[config.mk]
export PLATFORM = sky130hd
export DESIGN_NAME = sync_card_line_sequencer
export DESIGN_NICKNAME = d
export VERILOG_FILES = /design/src/design/sclseq_pkg.sv /design/src/design/sync_card_line_sequencer.sv /design/src/design/sclseq_front.sv /design/src/design/sclseq_queue.sv /design/src/design/sclseq_back.sv
export SDC_FILE = /design/constraint.sdc
export NUM_CORES = 1
export LEC_CHECK = 0
export CORE_AREA = 2 2 125 127
export DETAILED_ROUTE_END_ITERATION = 12
export DIE_AREA = 0 0 127 129
export DONT_BUFFER_PORTS = 1
export GPL_ROUTABILITY_DRIVEN = 1
export PLACE_DENSITY = 0.81
export SLEW_MARGIN = 15
export SYNTH_ARGS = -nofsm -noshare
export SYNTH_HDL_FRONTEND = slang
export SYNTH_SLANG_ARGS = --single-unit
[constraint.sdc]
create_clock -name clk -period 2.9 [get_ports clk]
set_input_delay 0.58 -clock clk [delete_from_list [all_inputs] [get_ports clk]]
set_output_delay 0.58 -clock clk [all_outputs]
set_load 0.01 [all_outputs]
[src/design/sclseq_pkg.sv]
// ---------------------------------------------------------------------------
// sclseq_pkg
// Shared codes and types of the card line sequencer: request codes,
// register indexes, the command passed from front to back, hold settings.
// ---------------------------------------------------------------------------
package sclseq_pkg;

  // request codes on req_type
  localparam logic [2:0] REQ_START  = 3'd0;
  localparam logic [2:0] REQ_SEND   = 3'd1;
  localparam logic [2:0] REQ_STOP   = 3'd2;
  localparam logic [2:0] REQ_RESET  = 3'd3;
  localparam logic [2:0] REQ_READ   = 3'd4;
  localparam logic [2:0] REQ_WAIT   = 3'd5;
  localparam logic [2:0] REQ_SAMPLE = 3'd6;

  // configuration register indexes
  localparam logic [1:0] CFG_FRONT_HOLD = 2'd0;
  localparam logic [1:0] CFG_BIT_HOLD   = 2'd1;
  localparam logic [1:0] CFG_RESET_HOLD = 2'd2;

  localparam logic [15:0] FRONT_HOLD_RST = 16'd10;
  localparam logic [15:0] BIT_HOLD_RST   = 16'd50;
  localparam logic [15:0] RESET_HOLD_RST = 16'd500;

  // command queue between front and back
  localparam int QUEUE_AW    = 2;
  localparam int QUEUE_DEPTH = 1 << QUEUE_AW;

  // step sequences the back end knows how to play
  typedef enum logic [3:0] {
    OP_START,
    OP_SEND,
    OP_STOP,
    OP_RESET,
    OP_ASK,
    OP_PROC_BEGIN,
    OP_BIT,
    OP_BYTE_MORE,
    OP_BYTE_END,
    OP_PROC_LOW,
    OP_PROC_HIGH
  } op_t;

  // data: byte to send, finished byte or pulse count, depending on op
  typedef struct packed {
    op_t        op;
    logic [7:0] data;
  } cmd_t;

  typedef struct packed {
    logic [15:0] front_hold;
    logic [15:0] bit_hold;
    logic [15:0] reset_hold;
  } hold_cfg_t;

endpackage

[src/design/sync_card_line_sequencer.sv]
// ---------------------------------------------------------------------------
// sync_card_line_sequencer
// Line sequencer for a synchronous three-wire memory card master.
// ---------------------------------------------------------------------------
// Each accepted request becomes a list of line steps (clock, I/O value and
// enable, reset level, hold ticks); a step with sample_after set asks the host
// to sample the card I/O after the hold and return it as an io sample request.
// Requests arriving while a sample is awaited, samples arriving while none
// is awaited, and request code 7 are dropped without results. The back-end
// sequencer emits one step per cycle while the output is not stalled; a send
// byte has 24 steps, the others 1 to 5. A 4-entry command queue lets requests
// be taken one per cycle while earlier steps drain; input stalls only when
// that queue is full. Hold registers are written through
// cfg_we/cfg_index/cfg_data; index 3 is ignored.
module sync_card_line_sequencer #(
  parameter int ATR_BYTES = 4
) (
  input  logic        clk,
  input  logic        rst,
  input  logic        in_valid,
  output logic        in_stall,
  input  logic [2:0]  req_type,
  input  logic [7:0]  data_byte,
  input  logic        io_level,
  output logic        out_valid,
  input  logic        out_stall,
  output logic        ck_level,
  output logic        io_value,
  output logic        io_out_en,
  output logic        rst_level,
  output logic [15:0] hold_ticks,
  output logic        sample_after,
  output logic        byte_valid,
  output logic [7:0]  byte_out,
  output logic        count_valid,
  output logic [7:0]  count_out,
  output logic        last,
  input  logic        cfg_we,
  input  logic [1:0]  cfg_index,
  input  logic [15:0] cfg_data
);

  sclseq_pkg::hold_cfg_t hold_cfg;
  sclseq_pkg::cmd_t      push_cmd;
  sclseq_pkg::cmd_t      head;
  logic                  push;
  logic                  full;
  logic                  pop;
  logic                  head_valid;
  logic                  accept;

  assign in_stall = full;
  assign accept   = in_valid && !full;

  always_ff @(posedge clk) begin
    if (rst) begin
      hold_cfg.front_hold <= sclseq_pkg::FRONT_HOLD_RST;
      hold_cfg.bit_hold   <= sclseq_pkg::BIT_HOLD_RST;
      hold_cfg.reset_hold <= sclseq_pkg::RESET_HOLD_RST;
    end else if (cfg_we) begin
      case (cfg_index)
        sclseq_pkg::CFG_FRONT_HOLD: hold_cfg.front_hold <= cfg_data;
        sclseq_pkg::CFG_BIT_HOLD:   hold_cfg.bit_hold   <= cfg_data;
        sclseq_pkg::CFG_RESET_HOLD: hold_cfg.reset_hold <= cfg_data;
        default: ;
      endcase
    end
  end

  sclseq_front #(
    .ATR_BYTES (ATR_BYTES)
  ) u_front (
    .clk       (clk),
    .rst       (rst),
    .accept    (accept),
    .req_type  (req_type),
    .data_byte (data_byte),
    .io_level  (io_level),
    .push      (push),
    .cmd       (push_cmd)
  );

  sclseq_queue u_queue (
    .clk        (clk),
    .rst        (rst),
    .push       (push),
    .push_cmd   (push_cmd),
    .full       (full),
    .pop        (pop),
    .head_valid (head_valid),
    .head       (head)
  );

  sclseq_back u_back (
    .clk          (clk),
    .rst          (rst),
    .hold_cfg     (hold_cfg),
    .q_valid      (head_valid),
    .q_cmd        (head),
    .q_pop        (pop),
    .out_valid    (out_valid),
    .out_stall    (out_stall),
    .ck_level     (ck_level),
    .io_value     (io_value),
    .io_out_en    (io_out_en),
    .rst_level    (rst_level),
    .hold_ticks   (hold_ticks),
    .sample_after (sample_after),
    .byte_valid   (byte_valid),
    .byte_out     (byte_out),
    .count_valid  (count_valid),
    .count_out    (count_out),
    .last         (last)
  );

endmodule

[src/design/sclseq_front.sv]
// ---------------------------------------------------------------------------
// sclseq_front
// Request front end: tracks read/processing progress, drops requests that
// arrive out of turn and turns each accepted one into a step command.
// ---------------------------------------------------------------------------
module sclseq_front #(
  parameter int ATR_BYTES = 4
) (
  input  logic              clk,
  input  logic              rst,
  input  logic              accept,
  input  logic [2:0]        req_type,
  input  logic [7:0]        data_byte,
  input  logic              io_level,
  output logic              push,
  output sclseq_pkg::cmd_t  cmd
);

  typedef enum logic [2:0] {
    MODE_IDLE = 3'b001,
    MODE_READ = 3'b010,
    MODE_PROC = 3'b100
  } mode_t;

  mode_t      mode, mode_next;
  logic [2:0] bit_index, bit_index_next;
  logic [7:0] shift_byte, shift_byte_next;
  logic [2:0] atr_left, atr_left_next;
  logic [7:0] pulse_count, pulse_count_next;
  logic       gen;
  logic [7:0] filled;
  logic [2:0] atr_dec;

  always_comb begin
    mode_next        = mode;
    bit_index_next   = bit_index;
    shift_byte_next  = shift_byte;
    atr_left_next    = atr_left;
    pulse_count_next = pulse_count;
    gen              = 1'b0;
    cmd.op           = sclseq_pkg::OP_START;
    cmd.data         = data_byte;
    filled           = shift_byte | (8'(io_level) << bit_index);
    atr_dec          = atr_left - 3'd1;

    if (req_type == sclseq_pkg::REQ_SAMPLE) begin
      case (mode)
        MODE_READ: begin
          gen = 1'b1;
          if (bit_index == 3'd7) begin
            cmd.data        = filled;
            bit_index_next  = 3'd0;
            shift_byte_next = 8'd0;
            atr_left_next   = atr_dec;
            if (atr_dec == 3'd0) begin
              cmd.op    = sclseq_pkg::OP_BYTE_END;
              mode_next = MODE_IDLE;
            end else begin
              cmd.op = sclseq_pkg::OP_BYTE_MORE;
            end
          end else begin
            cmd.op          = sclseq_pkg::OP_BIT;
            bit_index_next  = bit_index + 3'd1;
            shift_byte_next = filled;
          end
        end
        MODE_PROC: begin
          gen = 1'b1;
          if (io_level) begin
            cmd.op    = sclseq_pkg::OP_PROC_HIGH;
            cmd.data  = pulse_count;
            mode_next = MODE_IDLE;
          end else begin
            cmd.op = sclseq_pkg::OP_PROC_LOW;
            if (pulse_count != 8'hFF) begin
              pulse_count_next = pulse_count + 8'd1;
            end
          end
        end
        default: ;
      endcase
    end else if (mode == MODE_IDLE) begin
      case (req_type)
        sclseq_pkg::REQ_START: begin
          gen    = 1'b1;
          cmd.op = sclseq_pkg::OP_START;
        end
        sclseq_pkg::REQ_SEND: begin
          gen    = 1'b1;
          cmd.op = sclseq_pkg::OP_SEND;
        end
        sclseq_pkg::REQ_STOP: begin
          gen    = 1'b1;
          cmd.op = sclseq_pkg::OP_STOP;
        end
        sclseq_pkg::REQ_RESET: begin
          gen             = 1'b1;
          cmd.op          = sclseq_pkg::OP_RESET;
          mode_next       = MODE_READ;
          atr_left_next   = 3'(ATR_BYTES);
          bit_index_next  = 3'd0;
          shift_byte_next = 8'd0;
        end
        sclseq_pkg::REQ_READ: begin
          gen             = 1'b1;
          cmd.op          = sclseq_pkg::OP_ASK;
          mode_next       = MODE_READ;
          atr_left_next   = 3'd1;
          bit_index_next  = 3'd0;
          shift_byte_next = 8'd0;
        end
        sclseq_pkg::REQ_WAIT: begin
          gen              = 1'b1;
          cmd.op           = sclseq_pkg::OP_PROC_BEGIN;
          mode_next        = MODE_PROC;
          pulse_count_next = 8'd0;
        end
        default: ;
      endcase
    end
  end

  assign push = accept && gen;

  always_ff @(posedge clk) begin
    if (rst) begin
      mode        <= MODE_IDLE;
      bit_index   <= 3'd0;
      shift_byte  <= 8'd0;
      atr_left    <= 3'd0;
      pulse_count <= 8'd0;
    end else if (accept) begin
      mode        <= mode_next;
      bit_index   <= bit_index_next;
      shift_byte  <= shift_byte_next;
      atr_left    <= atr_left_next;
      pulse_count <= pulse_count_next;
    end
  end

endmodule

[src/design/sclseq_queue.sv]
// ---------------------------------------------------------------------------
// sclseq_queue
// Small command FIFO between the front end and the step sequencer.
// ---------------------------------------------------------------------------
module sclseq_queue (
  input  logic              clk,
  input  logic              rst,
  input  logic              push,
  input  sclseq_pkg::cmd_t  push_cmd,
  output logic              full,
  input  logic              pop,
  output logic              head_valid,
  output sclseq_pkg::cmd_t  head
);

  sclseq_pkg::cmd_t                 entries [sclseq_pkg::QUEUE_DEPTH];
  logic [sclseq_pkg::QUEUE_AW-1:0]  wr_ptr;
  logic [sclseq_pkg::QUEUE_AW-1:0]  rd_ptr;
  logic [sclseq_pkg::QUEUE_AW:0]    count;

  assign full       = count == (sclseq_pkg::QUEUE_AW + 1)'(sclseq_pkg::QUEUE_DEPTH);
  assign head_valid = count != '0;
  assign head       = entries[rd_ptr];

  always_ff @(posedge clk) begin
    if (push) begin
      entries[wr_ptr] <= push_cmd;
    end
  end

  always_ff @(posedge clk) begin
    if (rst) begin
      wr_ptr <= '0;
      rd_ptr <= '0;
      count  <= '0;
    end else begin
      if (push) begin
        wr_ptr <= wr_ptr + 1'b1;
      end
      if (pop) begin
        rd_ptr <= rd_ptr + 1'b1;
      end
      case ({push, pop})
        2'b10:   count <= count + 1'b1;
        2'b01:   count <= count - 1'b1;
        default: count <= count;
      endcase
    end
  end

`ifndef SYNTHESIS
  a_no_push_full: assert property (@(posedge clk) disable iff (rst)
    push |-> !full)
    else $error("queue written while full");

  a_no_pop_empty: assert property (@(posedge clk) disable iff (rst)
    pop |-> head_valid)
    else $error("queue popped while empty");
`endif

endmodule

[src/design/sclseq_back.sv]
// ---------------------------------------------------------------------------
// sclseq_back
// Step sequencer: plays a command as line steps, one step per cycle into
// the output register when not stalled, and keeps the card line levels.
// ---------------------------------------------------------------------------
module sclseq_back (
  input  logic                  clk,
  input  logic                  rst,
  input  sclseq_pkg::hold_cfg_t hold_cfg,
  input  logic                  q_valid,
  input  sclseq_pkg::cmd_t      q_cmd,
  output logic                  q_pop,
  output logic                  out_valid,
  input  logic                  out_stall,
  output logic                  ck_level,
  output logic                  io_value,
  output logic                  io_out_en,
  output logic                  rst_level,
  output logic [15:0]           hold_ticks,
  output logic                  sample_after,
  output logic                  byte_valid,
  output logic [7:0]            byte_out,
  output logic                  count_valid,
  output logic [7:0]            count_out,
  output logic                  last
);

  typedef enum logic [1:0] {
    HOLD_ZERO,
    HOLD_FRONT,
    HOLD_BIT,
    HOLD_RESET
  } hold_sel_t;

  // step: position within the sequence; bitc: bit of a byte being sent
  logic [2:0] step, bitc;
  logic       ck, io, en, rs;
  logic       ck_next, io_next, en_next, rs_next;
  hold_sel_t  hsel;
  logic       smp, bv, cv, lst;
  logic       load;
  logic [15:0] hold_val;

  assign load  = q_valid && (!out_valid || !out_stall);
  assign q_pop = load && lst;

  always_comb begin
    ck_next = ck;
    io_next = io;
    en_next = en;
    rs_next = rs;
    hsel    = HOLD_BIT;
    smp     = 1'b0;
    bv      = 1'b0;
    cv      = 1'b0;
    lst     = 1'b0;
    case (q_cmd.op)
      sclseq_pkg::OP_START: begin
        case (step)
          3'd0: begin
            en_next = 1'b1;
            io_next = 1'b1;
            ck_next = 1'b1;
          end
          3'd1: begin
            io_next = 1'b0;
            hsel    = HOLD_FRONT;
          end
          default: begin
            ck_next = 1'b0;
            lst     = 1'b1;
          end
        endcase
      end
      sclseq_pkg::OP_SEND: begin
        case (step)
          3'd0: begin
            io_next = q_cmd.data[bitc];
            hsel    = HOLD_FRONT;
          end
          3'd1: ck_next = 1'b1;
          default: begin
            ck_next = 1'b0;
            lst     = bitc == 3'd7;
          end
        endcase
      end
      sclseq_pkg::OP_STOP: begin
        case (step)
          3'd0: begin
            io_next = 1'b0;
            hsel    = HOLD_FRONT;
          end
          3'd1: begin
            ck_next = 1'b1;
            hsel    = HOLD_FRONT;
          end
          3'd2: begin
            io_next = 1'b1;
            en_next = 1'b0;
          end
          default: begin
            ck_next = 1'b0;
            lst     = 1'b1;
          end
        endcase
      end
      sclseq_pkg::OP_RESET: begin
        case (step)
          3'd0: begin
            io_next = 1'b1;
            en_next = 1'b0;
            rs_next = 1'b1;
            hsel    = HOLD_FRONT;
          end
          3'd1: begin
            ck_next = 1'b1;
            hsel    = HOLD_RESET;
          end
          3'd2: begin
            ck_next = 1'b0;
            hsel    = HOLD_FRONT;
          end
          3'd3: rs_next = 1'b0;
          default: begin
            ck_next = 1'b1;
            hsel    = HOLD_ZERO;
            smp     = 1'b1;
            lst     = 1'b1;
          end
        endcase
      end
      sclseq_pkg::OP_ASK: begin
        ck_next = 1'b1;
        hsel    = HOLD_ZERO;
        smp     = 1'b1;
        lst     = 1'b1;
      end
      sclseq_pkg::OP_PROC_BEGIN: begin
        hsel = HOLD_ZERO;
        smp  = 1'b1;
        lst  = 1'b1;
      end
      sclseq_pkg::OP_BIT, sclseq_pkg::OP_BYTE_MORE: begin
        // clock is already high from the sample request
        case (step)
          3'd0: ;
          3'd1: begin
            ck_next = 1'b0;
            bv      = q_cmd.op == sclseq_pkg::OP_BYTE_MORE;
          end
          default: begin
            ck_next = 1'b1;
            hsel    = HOLD_ZERO;
            smp     = 1'b1;
            lst     = 1'b1;
          end
        endcase
      end
      sclseq_pkg::OP_BYTE_END: begin
        if (step != 3'd0) begin
          ck_next = 1'b0;
          bv      = 1'b1;
          lst     = 1'b1;
        end
      end
      sclseq_pkg::OP_PROC_LOW, sclseq_pkg::OP_PROC_HIGH: begin
        if (step == 3'd0) begin
          ck_next = 1'b1;
        end else begin
          ck_next = 1'b0;
          smp     = q_cmd.op == sclseq_pkg::OP_PROC_LOW;
          cv      = q_cmd.op == sclseq_pkg::OP_PROC_HIGH;
          lst     = 1'b1;
        end
      end
      default: lst = 1'b1;
    endcase
  end

  always_comb begin
    case (hsel)
      HOLD_ZERO:  hold_val = 16'd0;
      HOLD_FRONT: hold_val = hold_cfg.front_hold;
      HOLD_RESET: hold_val = hold_cfg.reset_hold;
      default:    hold_val = hold_cfg.bit_hold;
    endcase
  end

  always_ff @(posedge clk) begin
    if (rst) begin
      step      <= 3'd0;
      bitc      <= 3'd0;
      ck        <= 1'b0;
      io        <= 1'b1;
      en        <= 1'b0;
      rs        <= 1'b0;
      out_valid <= 1'b0;
    end else if (load) begin
      out_valid <= 1'b1;
      ck        <= ck_next;
      io        <= io_next;
      en        <= en_next;
      rs        <= rs_next;
      if (lst) begin
        step <= 3'd0;
        bitc <= 3'd0;
      end else if (q_cmd.op == sclseq_pkg::OP_SEND && step == 3'd2) begin
        step <= 3'd0;
        bitc <= bitc + 3'd1;
      end else begin
        step <= step + 3'd1;
      end
    end else if (!out_stall) begin
      out_valid <= 1'b0;
    end
  end

  always_ff @(posedge clk) begin
    if (load) begin
      ck_level     <= ck_next;
      io_value     <= io_next;
      io_out_en    <= en_next;
      rst_level    <= rs_next;
      hold_ticks   <= hold_val;
      sample_after <= smp;
      byte_valid   <= bv;
      byte_out     <= bv ? q_cmd.data : 8'd0;
      count_valid  <= cv;
      count_out    <= cv ? q_cmd.data : 8'd0;
      last         <= lst;
    end
  end

`ifndef SYNTHESIS
  a_sample_ends_item: assert property (@(posedge clk) disable iff (rst)
    out_valid && sample_after |-> last)
    else $error("sample request not on the final step");

  a_one_result_kind: assert property (@(posedge clk) disable iff (rst)
    out_valid |-> !(byte_valid && count_valid))
    else $error("byte and count on the same step");

  a_send_phase: assert property (@(posedge clk) disable iff (rst)
    q_valid && q_cmd.op == sclseq_pkg::OP_SEND |-> step <= 3'd2)
    else $error("send phase out of range");

  a_bitc_idle: assert property (@(posedge clk) disable iff (rst)
    q_valid && q_cmd.op != sclseq_pkg::OP_SEND |-> bitc == 3'd0)
    else $error("bit counter left over from a send");
`endif

endmodule

==> results of run 1 <==
==> worst paths after layout <==
path	from	end	slack, ns	cells past startpoint
worst max-delay path	flop	u_queue.count[2]	0.04	11
worst min-delay path	rst	u_back.en	0.21	1
worst max register to register	flop	u_queue.count[2]	0.04	11
worst min register to register	hold_cfg[34]	hold_cfg[34]	0.45	2
==> layout make-up <==
| class | count | area [um2] | share of cell area |
|---|---|---|---|
| inverters | 28 | 105 | 0.0114 |
| repair buffers | 38 | 302 | 0.0326 |
| well taps | 188 | 235 | 0.0254 |
| flip-flops and latches | 181 | 4510 | 0.487 |
| clock inverters | 14 | 101 | 0.0110 |
| clock buffers | 18 | 429 | 0.0464 |
| multi-input cells | 568 | 3570 | 0.386 |
==> per-layer routing <==
layer  GRT usage  vias up  routed length [um]
met2       0.376      260                8700
met1       0.288     2994                7700
li1            -     2962                   -
met3      0.0549       38                1290
met5           0        -                   0
met4      0.0983        0                 529
==> power by group through the flow <==
stage	Combinational [W]	Sequential (W)	Clock, W
6_report	0.00257	0.00365	0.00210
5_1_grt	0.00280	0.00370	0.00223
4_1_cts	0.00255	0.00366	0.00212
3_5_place_dp	0.00253	0.00371	0
3_3_place_gp	0.00248	0.00369	0
2_1_floorplan	0.00191	0.00362	0
==> timing repair <==
item                                    4_1_cts  5_1_grt
endpoints found under the setup margin        1        1
pin swaps                                     2        1
setup buffers                                 1        0
resized for setup                             1        2
==> cell families after synthesis <==
logic type / count (synthesis) / synth area share
AND/OR/NAND/NOR: 325 / 0.181
flip-flops: 181 / 0.539
AO/OA/AOI/OAI: 168 / 0.129
buffers and inverters: 74 / 0.0379
multiplexers: 42 / 0.0687
adder cells (fa/ha/maj): 18 / 0.0278
XOR/XNOR: 15 / 0.0157
==> sequential cells by signal, indices dropped and copies added, names as in the netlist, 2 cells and up, named ones only <==
signal	flops
u_queue.wr_ptr	2
u_back.byte_out	8
u_back.count_out	8
u_front.pulse_count	8
u_queue.rd_ptr	2
u_front.shift_byte	8
u_front.atr_left	3
u_front.bit_index	3
u_back.bitc	3
u_back.step	3
hold_cfg	48
u_back.hold_ticks	16
u_front.mode	3
u_queue.entries	48
u_queue.count	3
==> metrics by stage <==
stage	worst slack, ns	instances	power [W]
after floorplan	-0.127	823	0.00553
after global placement	0.0875	1002	0.00617
after detailed placement	-0.0154	1002	0.00624
after CTS	0.00319	1035	0.00833
after global routing	-0.0975	1035	0.00873
final	0.0359	1035	0.00833
==> cell usage in the layout, fill, tap and decap left out, drive strengths merged, types with 4 or more instances in the layout <==
master	Yosys	final
nor2	53	53
o21ai	32	32
and3	5	5
o21a	10	10
buf	16	38
a21oi	60	60
o31ai	4	4
nor3	13	13
nor2b	11	11
nand4	7	7
o32ai	4	4
mux4	12	12
clkinv	2	5
dfxtp	93	93
inv	26	32
clkinvlp	0	5
and2	20	20
o211ai	11	11
or3	6	6
clkbuf	30	18
mux2i	27	27
xor2	11	11
nor3b	6	6
nand3	18	18
edfxtp	88	88
nand2b	10	10
ha	17	17
or3b	5	5
a22oi	9	9
nand2	158	158
a21o	5	5
xnor2	4	4
==> flow_summary.toml, run 1 <==
[run_status]
outcome = "finished clean"

[pwr]
p_comb_frac = 0.309
p_int_w = 0.00542
p_leak_nw = 3.31
p_sw_frac = 0.349
ir_drop_uv = 598
clockPowerShare = 0.252
powerDensity_mw_per_mm2 = 900
seqPwrFrac = 0.439
p_sw_w = 0.00291

[timing]
fin_crit_ns = 2.86
fmax_mhz = 349
finalCritPeriodShare = 0.988
fin_tns_setup_ns = 0
worst_pin_slew_ns = 0.758
whs_ns = 0.215
clock_skew_ns = 0.00896
slew_violations = 0
rsz0062_at_grt = "true"
setup_violations = 0
max_slew_margin = 0.493
hold_viol = 0

[logic_synthesis]
synth_area_leader_cell = "edfxtp_1"
post-synth-top-area-fraction = 0.316
synth_nets = 876
synthTopCellsByArea = "edfxtp_1 (32%), dfxtp_1 (22%), nand2_1 (7.1%)"
synth_top_flop_cell = "dfxtp_1"
synth_edf_count = 88
ys_warn_count = 0
seq_area_frac_synth = 0.539
yosysMostFrequentCell = "nand2_1"
ys_types = 70
netlist_instances = 823
synth_area_per_cell_um2 = 10.2
synth_common_cells = "nand2_1 (158), dfxtp_1 (93), edfxtp_1 (88)"
synth.ff_latch_count = 181
syn_area_mm2 = 0.00836
async_flop_share = 0

[clock_network]
clk-insertion-delay-late_ns = 0.44
cts_tree = "built"
cts_buffers = 17
clock_sinks = 181
cts-root-buf = "clkbuf_16"
htreeDepth = 4
hold_buffers = 0
clk_pin_slew_ns = 0.07
cts.path.max_buffers = 2

[critical_path]
endpoint_kind = "flop"
start_kind = "flop"
critPathMaxStageDelay_ns = 0.55
cp_max_fo = 3
crit_buf_inv = 1
worstSetupPathType = "flop to flop"
crit_family = "compound AO/OA/AOI/OAI gates"
slowest_stage = "mux4_2"
crit_chain = "mux4_2 -> a2111oi_4 -> nor3_1 -> o21a_1 -> nor2_2 -> ha_2 -> inv_2 -> fa_2 -> xor2_1 -> or3_1 -> a21oi_1"
crit_arrival_ns = 3.23
cp_data_required_time_ns = 3.26

[routing]
dr.pass1.iters = 8
antenna_left = 0
dr_total_vias = 6254
routed_wl_um = 18200
via_per_inst = 6.04
route.detailed.drc = 0
wire_per_inst_um = 17.6
drt_iter0_drc = 713

[worst_hold_path]
hold_class = "input pin to flop"

[floorplan]
rows = 45
fp.dieW_um = 127
die_h_um = 129
core-area_mm2 = 0.0150
start_util = 0.558
die_area_mm2 = 0.0164
io-pin-count = 77

[global_route]
grt_max_degree = 67
track_usage = 0.228
antenna_found_initial = 0
grt_pass1_vias = 5879
grt_pass1_wl_um = 29300
overflow = 0

[place]
port_buffers = 0
gp_congestion = 0.901
hpwl_um = 12000
placed_cell_area_mm2 = 0.00871

[job]
cap_violations = 0

[finish]
final_cell_area_mm2 = 0.00926
area_delta_synth_final_pct = 10.8
layout-drive-gt1-share = 0.125
utilization = 0.618
nets = 887
antenna_cells = 0
n_fill_cell = 1166
Note: power is estimated with default switching activity, not from simulation.
==> run 2: changes to the inputs <==
--- a/constraint.sdc
+++ b/constraint.sdc
@@ -3,2 +3,2 @@
 set_output_delay 0.58 -clock clk [all_outputs]
-set_load 0.01 [all_outputs]
+set_load 0.02 [all_outputs]
==> run 2 against run 1 <==
First-iteration DRC count shrank 14%. Clock power about the same. Sequential share of layout area hardly changed. Worst hold slack worse by 0.0040 ns. Final area about the same. Fmax up 0.67%. Via count fell by 0.51%. Sequential power rose by 5.8%. Critical path type unchanged.
==> flow_summary.toml, run 2 (same netlist as run 1, synthesis figures left out) <==
[run_status]
outcome = "finished clean"

[critical_path]
endpoint_kind = "flop"
start_kind = "flop"
critPathMaxStageDelay_ns = 0.55
worstReg2RegEnd = "u_queue.count[2]"
slowest_stage = "mux4_2"
reg2reg_slack_ns = 0.05
crit_chain = "mux4_2 -> a2111oi_4 -> nor3_1 -> o21a_1 -> nor2_2 -> ha_2 -> inv_2 -> fa_2 -> xor2_1 -> or3_1 -> a21oi_1"
crit_family = "compound AO/OA/AOI/OAI gates"
cp.depth = 11
cp_data_required_time_ns = 3.27
ff2ff_path_depth = 11
crit_buf_inv = 1
crit_arrival_ns = 3.21
worstSetupPathType = "flop to flop"
crit_path_end = "u_queue.count[2]"
cp_max_fo = 3

[finish]
utilization = 0.618
n_fill_cell = 1171
final_cell_mix = "nand2_1 (158), dfxtp_1 (91), edfxtp_1 (88)"
final_cell_area_mm2 = 0.00926
layout_commonest_cell = "nand2_1"
top_regs = "hold_cfg (48), u_queue.entries (48), u_back.hold_ticks (16)"
layout-drive-gt1-share = 0.126
nets = 887
area_delta_synth_final_pct = 10.8
antenna_cells = 0

[place]
gp_congestion = 0.901
placed_cell_area_mm2 = 0.00871
port_buffers = 0
hpwl_um = 12000
place_ws_ns = -0.0223

[timing]
fin_crit_ns = 2.85
clock_skew_ns = 0.00814
finalCritPeriodShare = 0.981
setup_violations = 0
max_slew_margin = 0.483
rsz0062_at_grt = "true"
fmax_mhz = 351
hold_viol = 0
worst_pin_slew_ns = 0.773
setup_ws_ns = 0.0549
slew_violations = 0

[routing]
route.detailed.drc = 0
dr_total_vias = 6222
antenna_left = 0
via_per_inst = 6.01
wire_per_inst_um = 17.5
dr.pass1.iters = 5
drt_iter0_drc = 610
routed_wl_um = 18100

[global_route]
grt_pass1_vias = 5773
grt_max_degree = 67
grt_pass1_wl_um = 29200
antenna_found_initial = 0
track_usage = 0.227
overflow = 0

[pwr]
clockPowerShare = 0.246
seqPwrFrac = 0.452
p_comb_frac = 0.302
ir_drop_uv = 515
power.total_w = 0.00854
p_int_w = 0.00543
powerDensity_mw_per_mm2 = 923
p_leak_nw = 3.31
p_sw_w = 0.00312
p_sw_frac = 0.365

[floorplan]
core-area_mm2 = 0.0150
rows = 45
io-pin-count = 77
die_area_mm2 = 0.0164
fp.dieW_um = 127
start_util = 0.558
die_h_um = 129

[worst_hold_path]
hold_class = "input pin to flop"
min_from = "rst"

[job]
cap_violations = 0

[clock_network]
htreeDepth = 4
hold_buffers = 0
clk_pin_slew_ns = 0.07
clk-insertion-delay-late_ns = 0.44
cts-root-buf = "clkbuf_16"
cts_tree = "built"
cts_buffers = 17
clock_sinks = 181
cts.path.max_buffers = 2
## run 2: cell count changes in the layout (fill, tap and decap cells not counted)
cell / before / now
dfxtp_2: 0 / 1
clkinv_4: 0 / 1
clkinvlp_4: 5 / 4
dfxtp_1: 92 / 91
## run 2: routing by layer
layer | share of wire | up-vias | global-route usage
met2 | 0.48 | 228 | 0.371
met4 | 0.028 | 0 | 0.0995
met1 | 0.43 | 2994 | 0.288
met3 | 0.066 | 38 | 0.0586
met5 | 0 | - | 0
li1 | - | 2962 | -
## run 2: through the flow
stage | hold WS (ns) | instances | setup TNS [ns]
floorplan | 0.436 | 823 | -0.127
global placement | 0.435 | 1002 | 0
detailed placement | 0.440 | 1002 | -0.0223
CTS | 0.201 | 1034 | 0
global route | 0.200 | 1035 | -0.107
finish | 0.211 | 1035 | 0
## run 2: area by class of cell
class / count / area, um2 / share of cell area
Sequential cell: 181 / 4510 / 0.487
Clock inverter: 14 / 103 / 0.0111
Multi-Input combinational cell: 568 / 3570 / 0.386
Clock buffer: 18 / 429 / 0.0464
Tap cell: 188 / 235 / 0.0254
Inverter: 28 / 105 / 0.0114
Timing Repair Buffer: 38 / 302 / 0.0326
## run 2: what timing repair did
action,4_1_cts,5_1_grt
setup buffers,0,1
hold endpoints to repair,0,0
gates resized for setup,2,2
setup endpoints to repair,1,1
pin swaps,2,3
## run 2: power groups by stage
stage / registers [W] / clock network, W / logic, W
2_1_floorplan: 0.00383 / 0 / 0.00191
3_3_place_gp: 0.00390 / 0 / 0.00248
3_5_place_dp: 0.00392 / 0 / 0.00253
4_1_cts: 0.00386 / 0.00214 / 0.00256
5_1_grt: 0.00390 / 0.00223 / 0.00282
6_report: 0.00386 / 0.00210 / 0.00258
## run 2: how the worst min path moves through the flow
stage	cells after the start	end	slack, ns
floorplan	2	hold_cfg[0]	0.44
global placement	2	hold_cfg[32]	0.44
detailed placement	2	hold_cfg[36]	0.44
CTS	1	u_back.en	0.20
global route	1	u_back.en	0.20
finish	1	u_back.en	0.21
==> run 3: changes to the inputs <==
PLACE_DENSITY = 0.74   (was 0.81)
==> run 3 against run 2 <==
Register-to-register slack got worse by 0.02 ns. Via count fell by 1.3%. Power up 1.8%. Final cell count decreased by 0.29%. Clock power up 9%. Global-route usage is 0.34 points lower. Core utilization rose by 0.28 points. First-iteration DRC count decreased by 3.3%. Clock skew decreased by 0.0031 ns. Fmax shrank 0.80%.
==> flow_summary.toml, run 3 (same netlist as run 1, synthesis figures left out) <==
[job]
cap_violations = 0

[finish]
final_cell_area_mm2 = 0.00930
area_delta_synth_final_pct = 11.3
final_cell_mix = "nand2_1 (158), dfxtp_1 (92), edfxtp_1 (88)"
layout-drive-gt1-share = 0.116
top_regs = "hold_cfg (48), u_queue.entries (48), u_back.hold_ticks (16)"
layout_commonest_cell = "nand2_1"
utilization = 0.621
antenna_cells = 0
nets = 884

[critical_path]
cp_max_fo = 19
crit_arrival_ns = 3.23
endpoint_kind = "flop"
worstSetupPathType = "flop to flop"
cp_data_required_time_ns = 3.26
start_kind = "flop"

[routing]
route.detailed.drc = 0
wire_per_inst_um = 17.3
dr_total_vias = 6141
routed_wl_um = 17900
drt_iter0_drc = 590
dr.pass1.iters = 5
via_per_inst = 5.95
antenna_left = 0

[place]
gp_congestion = 0.883
place_ws_ns = -0.0516
hpwl_um = 12300
port_buffers = 0
placed_cell_area_mm2 = 0.00868

[global_route]
grt_pass1_vias = 5873
grt_pass1_wl_um = 28900
antenna_found_initial = 0
overflow = 0
grt_max_degree = 67
track_usage = 0.224

[timing]
slew_violations = 0
hold_viol = 0
finalCritPeriodShare = 0.989
setup_violations = 0
setup_ws_ns = 0.0318
fmax_mhz = 349
max_slew_margin = 0.432
whs_ns = 0.223
worst_pin_slew_ns = 0.850
rsz0062_at_grt = "true"
clock_skew_ns = 0.00503
fin_crit_ns = 2.87

[clock_network]
cts_buffers = 17
cts.path.max_buffers = 2
clk_pin_slew_ns = 0.06
cts-root-buf = "clkbuf_16"
clock_sinks = 181
cts_tree = "built"
htreeDepth = 4
clk-insertion-delay-late_ns = 0.43

[floorplan]
die_area_mm2 = 0.0164
fp.dieW_um = 127
rows = 45
start_util = 0.558
io-pin-count = 77
die_h_um = 129
core-area_mm2 = 0.0150

[pwr]
powerDensity_mw_per_mm2 = 935
ir_drop_uv = 482
p_leak_nw = 3.32

[worst_hold_path]
hold_class = "input pin to flop"

[run_status]
outcome = "finished clean"
-- run 3: cell types whose count changed in the layout (fill, tap and decap cells not counted), sizes merged --
| cell | previous run | this run |
|---|---|---|
| clkinvlp | 4 | 3 |
| bufinv | 0 | 3 |
| buf | 38 | 35 |
| clkinv | 6 | 10 |
| inv | 32 | 27 |
| clkbuf | 18 | 17 |
-- run 3: area by class of cell --
cell class                      count  area, um2
Clock inverter                     15        163
Fill cell                        1161       5680
Tap cell                          188        235
Multi-Input combinational cell    568       3580
Timing Repair Buffer               35        283
Sequential cell                   181       4510
Clock buffer                       17        425
Inverter                           28        105
-- run 3: power breakdown --
part	internal (W)	switching [W]
clock network	0.00134	0.000936
registers	0.00330	0.000548
logic	0.00103	0.00154
total	0.00567	0.00302
-- run 3: worst paths after layout --
path / startpoint / endpoint / slack, ns / depth (start not counted)
max reg2reg: flop / u_queue.count[2] / 0.03 / 12
max: flop / u_queue.count[2] / 0.03 / 12
min reg2reg: hold_cfg[13] / hold_cfg[13] / 0.45 / 2
min: rst / u_back.en / 0.22 / 1
-- run 3: layer usage --
layer	vias to the layer above	share of wire	global-route usage
met4	0	0.025	0.0983
met2	206	0.49	0.371
met5	-	0	0
met1	2948	0.43	0.283
li1	2952	-	-
met3	35	0.054	0.0516
-- run 3: worst max-delay path, cell delays in order (launching register included) --
cell and delay, ns:
dfxtp_4 0.38, mux4_2 0.55, buf_6 0.19, nand2_1 0.08, a41oi_1 0.12, o21a_1 0.24
nor2_2 0.10, ha_2 0.19, inv_2 0.04, fa_2 0.32, xor2_1 0.16, or3_1 0.30
a21oi_1 0.13
-- run 3: timing repair --
item                                    4_1_cts  5_1_grt
endpoints found under the setup margin        1        2
setup buffers                                 2        0
pin swaps                                     3        1
endpoints found under the hold margin         0        0
gates resized for setup                       2        2
hold buffers                                  0        0
-- run 3: stage by stage --
| step | power [W] | std cells | TNS, ns |
|---|---|---|---|
| 2_1_floorplan | 0.00574 | 823 | -0.127 |
| 3_3_place_gp | 0.00634 | 998 | 0 |
| 3_5_place_dp | 0.00642 | 998 | -0.0516 |
| 4_1_cts | 0.00871 | 1032 | 0 |
| 5_1_grt | 0.00913 | 1032 | -0.0551 |
| 6_report | 0.00870 | 1032 | 0 |
